`src/hw/rtl/tqed_pkg.sv`:
```
package tqed_pkg;

  // queue geometry
  localparam int QUEUE_DEPTH = 16;
  localparam int NUM_QUEUES  = 3;
  localparam int DATA_W      = 32;
  localparam int ADDR_W      = (QUEUE_DEPTH > 1) ? $clog2(QUEUE_DEPTH) : 1;
  localparam int CNT_W       = $clog2(QUEUE_DEPTH + 1);
  localparam int LEN_W       = 5;

  typedef logic [ADDR_W-1:0] addr_t;
  typedef logic [CNT_W-1:0]  cnt_t;
  typedef logic [LEN_W-1:0]  length_t;

  localparam cnt_t DEPTH_CNT = cnt_t'(QUEUE_DEPTH);

  // operation codes
  localparam logic [1:0] OP_ENQ  = 2'd0;
  localparam logic [1:0] OP_DEQ  = 2'd1;
  localparam logic [1:0] OP_DMAX = 2'd2;
  localparam logic [1:0] OP_DMIN = 2'd3;

  // status codes
  localparam logic [1:0] ST_OK    = 2'd0;
  localparam logic [1:0] ST_EMPTY = 2'd1;
  localparam logic [1:0] ST_FULL  = 2'd2;

  // controller to datapath commands
  typedef struct packed {
    logic  rd_en;
    addr_t rd_addr;
    logic  cap;
    logic  cap_first;
    addr_t cap_idx;
    logic  want_max;
    logic  head_only;
    logic  wr_enq;
    logic  wr_shift;
    addr_t wr_addr;
    logic  load_out;
    logic  zero_out;
  } cmd_t;

endpackage

```
`src/hw/rtl/tqed_datapath.sv`:
```
module tqed_datapath (
  input  logic                                clk,
  input  tqed_pkg::cmd_t                      cmd,
  input  logic signed [tqed_pkg::DATA_W-1:0]  in_value_a,
  input  logic signed [tqed_pkg::DATA_W-1:0]  in_value_b,
  input  logic signed [tqed_pkg::DATA_W-1:0]  in_value_c,
  output logic signed [tqed_pkg::DATA_W-1:0]  out_removed_a,
  output logic signed [tqed_pkg::DATA_W-1:0]  out_removed_b,
  output logic signed [tqed_pkg::DATA_W-1:0]  out_removed_c
);

  // one memory per queue, shared addressing, separate write enables
  logic signed [tqed_pkg::DATA_W-1:0] queue_mem [tqed_pkg::NUM_QUEUES][tqed_pkg::QUEUE_DEPTH];

  logic signed [tqed_pkg::DATA_W-1:0] enq_val    [tqed_pkg::NUM_QUEUES];
  logic signed [tqed_pkg::DATA_W-1:0] rd_q_r     [tqed_pkg::NUM_QUEUES];
  logic signed [tqed_pkg::DATA_W-1:0] best_val_r [tqed_pkg::NUM_QUEUES];
  logic signed [tqed_pkg::DATA_W-1:0] best_val_nxt [tqed_pkg::NUM_QUEUES];
  tqed_pkg::addr_t                    best_idx_r [tqed_pkg::NUM_QUEUES];
  tqed_pkg::addr_t                    best_idx_nxt [tqed_pkg::NUM_QUEUES];
  logic signed [tqed_pkg::DATA_W-1:0] removed_r  [tqed_pkg::NUM_QUEUES];
  logic signed [tqed_pkg::DATA_W-1:0] wr_data    [tqed_pkg::NUM_QUEUES];
  logic                               wr_en      [tqed_pkg::NUM_QUEUES];

  assign enq_val[0] = in_value_a;
  assign enq_val[1] = in_value_b;
  assign enq_val[2] = in_value_c;

  // scan compare and write selection per queue
  always_comb begin
    for (int q = 0; q < tqed_pkg::NUM_QUEUES; q++) begin
      best_val_nxt[q] = best_val_r[q];
      best_idx_nxt[q] = best_idx_r[q];
      if (cmd.cap) begin
        if (cmd.cap_first ||
            (!cmd.head_only && (cmd.want_max ? (rd_q_r[q] > best_val_r[q])
                                             : (rd_q_r[q] < best_val_r[q])))) begin
          best_val_nxt[q] = rd_q_r[q];
          best_idx_nxt[q] = cmd.cap_idx;
        end
      end
      wr_data[q] = cmd.wr_enq ? enq_val[q] : rd_q_r[q];
      // entries past the removed one move one place towards the head
      wr_en[q]   = cmd.wr_enq || (cmd.wr_shift && (cmd.wr_addr >= best_idx_r[q]));
    end
  end

  always_ff @(posedge clk) begin
    for (int q = 0; q < tqed_pkg::NUM_QUEUES; q++) begin
      if (wr_en[q]) begin
        queue_mem[q][cmd.wr_addr] <= wr_data[q];
      end
      if (cmd.rd_en) begin
        rd_q_r[q] <= queue_mem[q][cmd.rd_addr];
      end
      best_val_r[q] <= best_val_nxt[q];
      best_idx_r[q] <= best_idx_nxt[q];
      if (cmd.load_out) begin
        removed_r[q] <= cmd.zero_out ? '0 : best_val_r[q];
      end
    end
  end

  assign out_removed_a = removed_r[0];
  assign out_removed_b = removed_r[1];
  assign out_removed_c = removed_r[2];

endmodule

```
`src/hw/rtl/tqed_ctrl.sv`:
```
module tqed_ctrl (
  input  logic                       clk,
  input  logic                       rst_n,
  input  logic                       in_valid,
  input  logic [1:0]                 in_op,
  output logic                       in_ready,
  input  logic                       out_ready,
  output logic                       out_valid,
  output logic [1:0]                 out_status,
  output tqed_pkg::length_t          out_length,
  output tqed_pkg::cmd_t             cmd
);

  localparam logic [1:0] S_IDLE  = 2'd0;
  localparam logic [1:0] S_SCAN  = 2'd1;
  localparam logic [1:0] S_SHIFT = 2'd2;
  localparam logic [1:0] S_FIN   = 2'd3;

  logic [1:0]        state_r, state_nxt;
  tqed_pkg::cnt_t    cnt_r, cnt_nxt;
  tqed_pkg::cnt_t    idx_r, idx_nxt;
  logic [1:0]        op_r, op_nxt;
  logic [1:0]        status_r, status_nxt;
  logic              out_valid_r, out_valid_nxt;
  logic [1:0]        out_status_r, out_status_nxt;
  tqed_pkg::length_t out_length_r, out_length_nxt;
  tqed_pkg::cnt_t    idx_inc;
  tqed_pkg::cnt_t    idx_dec;

  assign idx_inc  = tqed_pkg::cnt_t'(idx_r + 1'b1);
  assign idx_dec  = tqed_pkg::cnt_t'(idx_r - 1'b1);
  assign in_ready = (state_r == S_IDLE);

  always_comb begin
    state_nxt      = state_r;
    cnt_nxt        = cnt_r;
    idx_nxt        = idx_r;
    op_nxt         = op_r;
    status_nxt     = status_r;
    out_valid_nxt  = out_valid_r;
    out_status_nxt = out_status_r;
    out_length_nxt = out_length_r;
    cmd            = '0;
    cmd.want_max   = (op_r == tqed_pkg::OP_DMAX);
    cmd.head_only  = (op_r == tqed_pkg::OP_DEQ);

    if (out_valid_r && out_ready) begin
      out_valid_nxt = 1'b0;
    end

    unique case (state_r)
      S_IDLE: begin
        if (in_valid) begin
          op_nxt  = in_op;
          idx_nxt = '0;
          if (in_op == tqed_pkg::OP_ENQ) begin
            state_nxt = S_FIN;
            if (cnt_r >= tqed_pkg::DEPTH_CNT) begin
              status_nxt = tqed_pkg::ST_FULL;
            end else begin
              status_nxt  = tqed_pkg::ST_OK;
              cmd.wr_enq  = 1'b1;
              cmd.wr_addr = tqed_pkg::addr_t'(cnt_r);
              cnt_nxt     = tqed_pkg::cnt_t'(cnt_r + 1'b1);
            end
          end else if (cnt_r == '0) begin
            status_nxt = tqed_pkg::ST_EMPTY;
            state_nxt  = S_FIN;
          end else begin
            status_nxt = tqed_pkg::ST_OK;
            state_nxt  = S_SCAN;
          end
        end
      end
      S_SCAN: begin
        cmd.rd_en     = (idx_r < cnt_r);
        cmd.rd_addr   = tqed_pkg::addr_t'(idx_r);
        cmd.cap       = (idx_r != '0);
        cmd.cap_first = (idx_r == tqed_pkg::cnt_t'(1));
        cmd.cap_idx   = tqed_pkg::addr_t'(idx_dec);
        if (idx_r == cnt_r) begin
          idx_nxt   = '0;
          state_nxt = S_SHIFT;
        end else begin
          idx_nxt = idx_inc;
        end
      end
      S_SHIFT: begin
        cmd.rd_en    = (idx_inc < cnt_r);
        cmd.rd_addr  = tqed_pkg::addr_t'(idx_inc);
        cmd.wr_shift = (idx_r != '0);
        cmd.wr_addr  = tqed_pkg::addr_t'(idx_dec);
        if (idx_r == tqed_pkg::cnt_t'(cnt_r - 1'b1)) begin
          cnt_nxt   = tqed_pkg::cnt_t'(cnt_r - 1'b1);
          state_nxt = S_FIN;
        end else begin
          idx_nxt = idx_inc;
        end
      end
      S_FIN: begin
        if (!out_valid_r || out_ready) begin
          cmd.load_out   = 1'b1;
          cmd.zero_out   = (status_r != tqed_pkg::ST_OK) || (op_r == tqed_pkg::OP_ENQ);
          out_valid_nxt  = 1'b1;
          out_status_nxt = status_r;
          out_length_nxt = tqed_pkg::length_t'(cnt_r);
          state_nxt      = S_IDLE;
        end
      end
      default: begin
        state_nxt = S_IDLE;
      end
    endcase
  end

  always_ff @(posedge clk) begin
    if (!rst_n) begin
      state_r     <= S_IDLE;
      cnt_r       <= '0;
      out_valid_r <= 1'b0;
    end else begin
      state_r     <= state_nxt;
      cnt_r       <= cnt_nxt;
      out_valid_r <= out_valid_nxt;
    end
    idx_r        <= idx_nxt;
    op_r         <= op_nxt;
    status_r     <= status_nxt;
    out_status_r <= out_status_nxt;
    out_length_r <= out_length_nxt;
  end

  assign out_valid  = out_valid_r;
  assign out_status = out_status_r;
  assign out_length = out_length_r;

`ifndef SYNTHESIS
  a_cnt_bound: assert property (@(posedge clk) disable iff (!rst_n)
    cnt_r <= tqed_pkg::DEPTH_CNT)
    else $error("entry count beyond queue depth");

  a_full_hold: assert property (@(posedge clk) disable iff (!rst_n)
    (in_valid && in_ready && in_op == tqed_pkg::OP_ENQ && cnt_r == tqed_pkg::DEPTH_CNT)
    |=> cnt_r == $past(cnt_r))
    else $error("enqueue on full queue changed the count");

  a_load_free: assert property (@(posedge clk) disable iff (!rst_n)
    cmd.load_out |-> (!out_valid_r || out_ready))
    else $error("result loaded over an untaken word");

  a_shift_dec: assert property (@(posedge clk) disable iff (!rst_n)
    (state_r == S_SHIFT && idx_r == tqed_pkg::cnt_t'(cnt_r - 1'b1))
    |=> (cnt_r == tqed_pkg::cnt_t'($past(cnt_r) - 1'b1) && state_r == S_FIN))
    else $error("removal did not shorten the queues by one");
`endif

endmodule

```
`src/hw/rtl/triple_queue_extreme_delete_unit.sv`:
```
// three lock-step fifo queues of signed 32-bit words (depth tqed_pkg::QUEUE_DEPTH, 16 as
// built), kept packed with the head at entry 0. an op 0 word appends in_value_a/b/c to the
// tails, op 1 drops the three heads, op 2 / op 3 drop the first largest / smallest entry of
// each queue on its own. one result word per input word: status (0 ok, 1 empty, 2 full),
// the removed values (zero on enqueue or error) and the new length. one word is handled at
// a time; enqueue and error cases skip the scan and compaction passes, while a removal
// makes a scan pass through the one-read-port queue memories and then a compaction pass
// that rewrites one entry a cycle. the result sits in an output register, so a new word
// is taken while the last result waits to be collected.
module triple_queue_extreme_delete_unit (
  input  logic                               clk,
  input  logic                               rst_n,
  // input words
  input  logic                               in_valid,
  output logic                               in_ready,
  input  logic [1:0]                         in_op,
  input  logic signed [tqed_pkg::DATA_W-1:0] in_value_a,
  input  logic signed [tqed_pkg::DATA_W-1:0] in_value_b,
  input  logic signed [tqed_pkg::DATA_W-1:0] in_value_c,
  // result words
  output logic                               out_valid,
  input  logic                               out_ready,
  output logic [1:0]                         out_status,
  output logic signed [tqed_pkg::DATA_W-1:0] out_removed_a,
  output logic signed [tqed_pkg::DATA_W-1:0] out_removed_b,
  output logic signed [tqed_pkg::DATA_W-1:0] out_removed_c,
  output logic [tqed_pkg::LEN_W-1:0]         out_length
);

  // command bundle from sequencer to the queue memories
  tqed_pkg::cmd_t cmd;

  // sequencer: entry count, scan and compaction passes, result handshake
  tqed_ctrl u_ctrl (
    .clk        (clk),
    .rst_n      (rst_n),
    .in_valid   (in_valid),
    .in_op      (in_op),
    .in_ready   (in_ready),
    .out_ready  (out_ready),
    .out_valid  (out_valid),
    .out_status (out_status),
    .out_length (out_length),
    .cmd        (cmd)
  );

  // queue memories, per-queue extreme trackers and removed-value registers
  tqed_datapath u_datapath (
    .clk           (clk),
    .cmd           (cmd),
    .in_value_a    (in_value_a),
    .in_value_b    (in_value_b),
    .in_value_c    (in_value_c),
    .out_removed_a (out_removed_a),
    .out_removed_b (out_removed_b),
    .out_removed_c (out_removed_c)
  );

endmodule

```
`config.mk`:
```
export PLATFORM = sky130hd
export DESIGN_NAME = triple_queue_extreme_delete_unit
export DESIGN_NICKNAME = d
export VERILOG_FILES = /design/src/hw/rtl/tqed_pkg.sv /design/src/hw/rtl/tqed_datapath.sv /design/src/hw/rtl/tqed_ctrl.sv /design/src/hw/rtl/triple_queue_extreme_delete_unit.sv
export SDC_FILE = /design/constraint.sdc
export NUM_CORES = 2
export LEC_CHECK = 0
export ABC_CLOCK_PERIOD_IN_PS = 14900
export BUFFER_PORTS_ARGS = -buffer_cell sky130_fd_sc_hd__clkbuf_2
export CAP_MARGIN = 30
export CORE_MARGIN = 4
export CORE_UTILIZATION = 30
export DETAILED_ROUTE_END_ITERATION = 7
export PLACE_DENSITY_LB_ADDON = 0.2
export SKIP_LAST_GASP = 1
export SYNTH_ARGS = -nofsm -noshare
export SYNTH_HDL_FRONTEND = slang
export SYNTH_SLANG_ARGS = --single-unit
export TNS_END_PERCENT = 1
```
`constraint.sdc`:
```
create_clock -name clk -period 14.9 [get_ports clk]
set_input_delay 4.47 -clock clk [delete_from_list [all_inputs] [get_ports clk]]
set_output_delay 4.47 -clock clk [all_outputs]
set_load 0.02 [all_outputs]
```
Word level (Yosys, flattened, before mapping) --
Memories as Yosys holds them, arrays and structs flattened. Index checks and enable logic that the tools add are counted.
Word-level totals: bits in registers 24, memory bits (writable) 1836, input port bits 102, output and inout port bits 105, logic and storage cells 157, memories kept 5
Operators by class: $add $sub $neg 4, $lt $le $gt $ge 15, equal/unequal tests 15, multiplexer cells 77, bitwise gates (word level) 2, reductions and logical operators 31
Memory list:
- u_datapath.queue_mem | depth 3, bits a word 512, read ports 3, clocked after Yosys merged registers in 0, wr ports 3, RTL line tqed_datapath.sv:13 | logic signed [tqed_pkg::DATA_W-1:0] queue_mem [tqed_pkg::NUM_QUEUES][tqed_pkg::QUEUE_DEPTH];
- u_datapath.best_val_r | depth 3, bits a word 32, read ports 3, clocked after Yosys merged registers in 0, wr ports 3, RTL line tqed_datapath.sv:17 | logic signed [tqed_pkg::DATA_W-1:0] best_val_r [tqed_pkg::NUM_QUEUES];
- u_datapath.rd_q_r | depth 3, bits a word 32, read ports 3, clocked after Yosys merged registers in 0, wr ports 3, RTL line tqed_datapath.sv:16 | logic signed [tqed_pkg::DATA_W-1:0] rd_q_r [tqed_pkg::NUM_QUEUES];
- u_datapath.removed_r | depth 3, bits a word 32, read ports 3, clocked after Yosys merged registers in 0, wr ports 3, RTL line tqed_datapath.sv:21 | logic signed [tqed_pkg::DATA_W-1:0] removed_r [tqed_pkg::NUM_QUEUES];
- u_datapath.best_idx_r | depth 3, bits a word 4, read ports 3, clocked after Yosys merged registers in 0, wr ports 3, RTL line tqed_datapath.sv:19 | tqed_pkg::addr_t best_idx_r [tqed_pkg::NUM_QUEUES];
Operators by type and width (number):
- 512-bit two-way mux | 3
- 32-bit two-way mux | 19
- 32-bit binary-select mux with 4-bit select | 3
- 32-bit demux with 4-bit select | 1
- 32-bit greater-than comparator | 3
- 32-bit less-than comparator | 3
- 4-bit two-way mux | 9
- 5-bit two-way mux | 7
- 2-bit two-way mux | 10
- 5-bit one-hot mux with 2 select lines | 2
- 1-bit two-way mux | 19
- 5-bit >= comparator, second input constant | 3
- 5-bit one-hot mux with 3 select lines | 1
- 4-bit >= comparator | 3
- 5-bit by 1-bit adder with 5-bit output, second input constant | 2
- 5-bit equality test | 2
- 5-bit less-than comparator | 2
- 4-bit inverter with 5-bit output | 2
- 1-bit logical AND | 8
- 1-bit logical OR | 8
- 2-bit by 1-bit != test with 1-bit output, second input constant | 4
- 2-bit one-hot mux with 4 select lines | 1
- 4-bit one-hot mux with 2 select lines | 1
- 2-bit equality test, second input constant | 3
- other kinds (17) | 25

Logic depth before layout (Yosys ltp) --
word-level depth 11, mapped depth 14, gate-level depth less buffers 13

Modules after synthesis --
Synthesis repeated with hierarchy kept, for this count alone.
Unflattened totals: cell total of the unflattened synthesis 3293, area total of the unflattened synthesis 73093.9 um2
By module, submodules not included:
- tqed_datapath | times used 1, cells an instance 3107, area each 71273.4 um2, sequential area each 55132.9 um2
- tqed_ctrl | times used 1, cells an instance 186, area each 1820.5 um2, sequential area each 640.6 um2

Least setup slack after synthesis --
Ideal clock, no wire load.
path kind input to register, start point input out_ready, end point memory u_datapath.removed_r[0][55] (netlist bit), data pin, setup time 255 ps, arrival 10654 ps, required time 14645 ps, slack 3991 ps, stages 6, path buffers 2, path through nor2b_1 -> nor2b_1 -> o31ai_1 -> buf_1 -> clkbuf_1 -> and2_1
RTL lines:
- start: declaration | RTL line triple_queue_extreme_delete_unit.sv:22 | input logic out_ready,
- end: declaration | RTL line tqed_datapath.sv:21

==> results by group <==
Logic synthesis
  • Cells after Synth: between 3000 and 4000
  • Distinct cell type count after synthesis: 64
  • Synthesized flop and latch total: 1860
  • Synth Area per Inst: 19.83 µm²
  • Main combinational cell family by area after synthesis: multiplexers
  • Synth Area in Simple Gates: 4.049%
  • Syn. warnings: 0
  • Xor/xnor share of the synthesized area: less than 1%
  • Post-synthesis compound-gate area fraction: under 10%
  • Post-synthesis mux area share: between 10% and 20%
  • Post-synthesis sequential area ratio: 75.67%
  • Synth Area in Adders: 2.190%
  • Primary FF master, synth: edfxtp_1
  • Synth async-reset ratio: 0%
  • Mapped Nets: ~4000
  • Post-synth EDFFs: ~1900
  • Post-Syn Area: roughly 0.074 mm²

Drt
  • Antenna Violating Nets Remaining: 0
  • Average wire per standard cell: between 20 and 30 µm
  • DR iter-0 viols: ~3000
  • Number of vias per cell: between 4 and 5
  • WL final: between 150000 and 200000 µm
  • Post-route DRC: 0
  • Router iterations before antenna repair: 8
  • Vias: roughly 36000

Power and ir drop
  • PD cells: between 150 and 200 mW/mm²
  • Power Total: roughly 14000 µW
  • Worst VDD drop: between 0.1 and 0.15 mV
  • Static Leak: roughly 0.028 µW

Timing
  • Clock Skew: 0.06216 ns
  • RSZ-0062 raised after global routing: false
  • Slew HR: 26.94%
  • Total count of hold-check failures in the final report: 0
  • Tmin final: 7.901 ns
  • Setup tns final: 0 ns
  • Max-slew violations: 0
  • Worst slew pin tran: between 1 and 1.5 ns
  • Final period util: 53.02%
  • Hold_ws: 0.4470 ns
  • F_max: between 100 and 150 MHz
  • Setup violators final: 0

Critical path
  • Critical path endpoint category: flip-flop
  • R2r worst-path depth: 16
  • Critical Path Start Type: primary input
  • Worst Setup Path Type: primary input to flip-flop
  • Arr. time, crit path: roughly 8.3 ns
  • CP Data Required Time: about 15 ns
  • Critical Path Fanout Max: 32

Placed design
  • Gpl congestion: between 0.7 and 0.8
  • Port-buffer cells: 206
  • DPL Wire Length: 105800 µm

Clocking
  • CTS H-tree lvls: 4
  • Clock Pin Slew Worst Setup and Hold Paths: 0.06 ns
  • CTS Buf Count: between 150 and 200
  • Max clock buf depth: 3
  • PostCTS Resize Cnt: 0
  • Hold_buf cts: 0
  • Post CTS Setup Buffer Count: 0
  • Clock tree root driver cell: clkbuf_16
  • CTS tree: done
  • CTS sink cnt: between 1500 and 2000
  • Clock Latency Late Sink: about 0.84 ns

Run status
  • Outcome: completed

Global routing
  • Vias in the first global route: 37233
  • Initial antenna violation count: 24
  • First-pass GRT wire length: approximately 270000 µm
  • Largest net degree at the start of global routing: 148
  • Gr ovfl total: 0
  • Gr usage total: 14.76%

Die
  • Die ar.: approximately 0.25 mm²
  • Initial Util: 30.22%
  • Cell row count: between 150 and 200
  • Placeable Area: between 0.2 and 0.25 mm²
  • I/O pin total: between 200 and 250
  • Die H: 503.7 µm
  • Chip Width: slightly above 500 µm

Run
  • MaxCap Viol Count: 0

Cells and area
  • Area Growth Syn to Fin: 16.07%
  • Commonest cells after routing, fill and taps aside: edfxtp_1, mux4_2, nand2_1
  • Final nets: 4264
  • Layout Utilization: between 30% and 40%
  • Commonest non-fill, non-tap cell in the layout: edfxtp_1
  • Layout cells sized above 1: between 20% and 30%

Worst hold path
  • WHS Path Cells: 0
  • Hold WC Path Type: flip-flop to flip-flop
==> metrics by stage <==
step	area (µm²)	setup WS [ns]	std cells
finish	85550	6.999	7406
global route	85540	6.836	7402
detailed placement	79140	6.164	7035
CTS	85480	7.021	7398
floorplan	73710	3.991	3717
global placement	79050	5.821	7029
==> layer usage <==
metal,GRT usage [%],share of wire (%),vias up,routed length [µm]
met5,0.07613,0.021,-,40
met4,4.728,2.9,6,5392
met3,2.615,4.6,252,8641
met2,24.02,48,793,90650
met1,20.12,45,18860,84220
li1,-,-,15640,-
==> sequential cells by signal, indices dropped and copies added (netlist names) <==
signal,cells
u_datapath.queue_mem,1536
u_datapath.best_val_r,96
u_datapath.rd_q_r,96
u_datapath.removed_r,96
u_datapath.best_idx_r,12
u_ctrl.cnt_r,5
u_ctrl.idx_r,5
u_ctrl.out_length,5
u_ctrl.op_r,2
u_ctrl.out_status,2
u_ctrl.state_r,2
u_ctrl.status_r,2
u_ctrl.out_valid,1
==> power by group <==
group          switching (µW)  internal, µW  total (µW)
registers                 172          6430        6600
logic                    1700          1070        2770
clock network            2070          2740        4810
==> synthesized netlist by cell type, types with 3 or more instances <==
library cell	n	share of area (%)
nand2_1	239	1.2
buf_4	12	0.12
nand2b_1	5	0.042
and3_1	4	0.034
edfxtp_1	1852	75
nand4_1	15	0.13
a21o_1	14	0.14
xor2_1	5	0.059
and2_1	200	1.7
inv_1	126	0.64
dfxtp_1	8	0.22
o21a_1	5	0.051
buf_2	79	0.54
xnor2_1	11	0.13
a21boi_0	3	0.031
a211oi_1	98	1.0
o21ai_0	20	0.14
nor2b_1	13	0.11
nand3_1	19	0.13
clkbuf_1	72	0.37
a22oi_1	3	0.031
mux4_2	384	12
buf_6	6	0.092
nor2_1	82	0.42
o31ai_1	3	0.031
mux2_2	93	1.4
a22o_1	3	0.036
nor4_1	6	0.051
nor3_1	9	0.061
buf_1	10	0.051
a21oi_1	47	0.32
ha_1	129	2.2
a31oi_1	99	0.84
o211ai_1	4	0.041
==> critical path, cell delays in order <==
cell	delay, ns
clkbuf_2	0.27
nand2_1	0.16
nor4_4	0.18
buf_4	0.42
buf_16	0.29
a21oi_1	0.26
ha_1	0.34
nand2b_1	0.14
a21o_1	0.18
a21o_1	0.18
a21oi_1	0.14
nor2_1	0.09
nor2_4	0.73
nor2_4	0.05
buf_4	0.37
==> worst paths after layout <==
path	slack, ns	startpoint	to
hold reg to reg	0.45	u_datapath.rd_q_r[0][32]	u_datapath.best_val_r[0][32]
hold / removal	0.45	u_datapath.rd_q_r[0][32]	u_datapath.best_val_r[0][32]
setup / recovery	7.00	in_valid	u_datapath.queue_mem[0][149]
setup reg to reg	10.22	u_ctrl.state_r[0]	u_datapath.queue_mem[0][149]
==> cell type report <==
class,count,area (µm²)
Multi-Input combinational cell,1549,17070
Tap cell,3202,4006
Antenna cell,5,12.51
Sequential cell,1860,55770
Timing Repair Buffer,299,1864
Fill cell,22651,158400
Inverter,128,480.5
Clock buffer,234,5047
Clock inverter,129,1295
==> cells by family after synthesis <==
kind of cell / Yosys count
AOI/OAI and AO/OA: 318
DFF: 1860
adders and majority gates: 129
muxes: 479
xor gates and xnor gates: 16
and+or+nand+nor: 607
buffers and inverters: 308
Note: power is estimated with default switching activity, not from simulation.
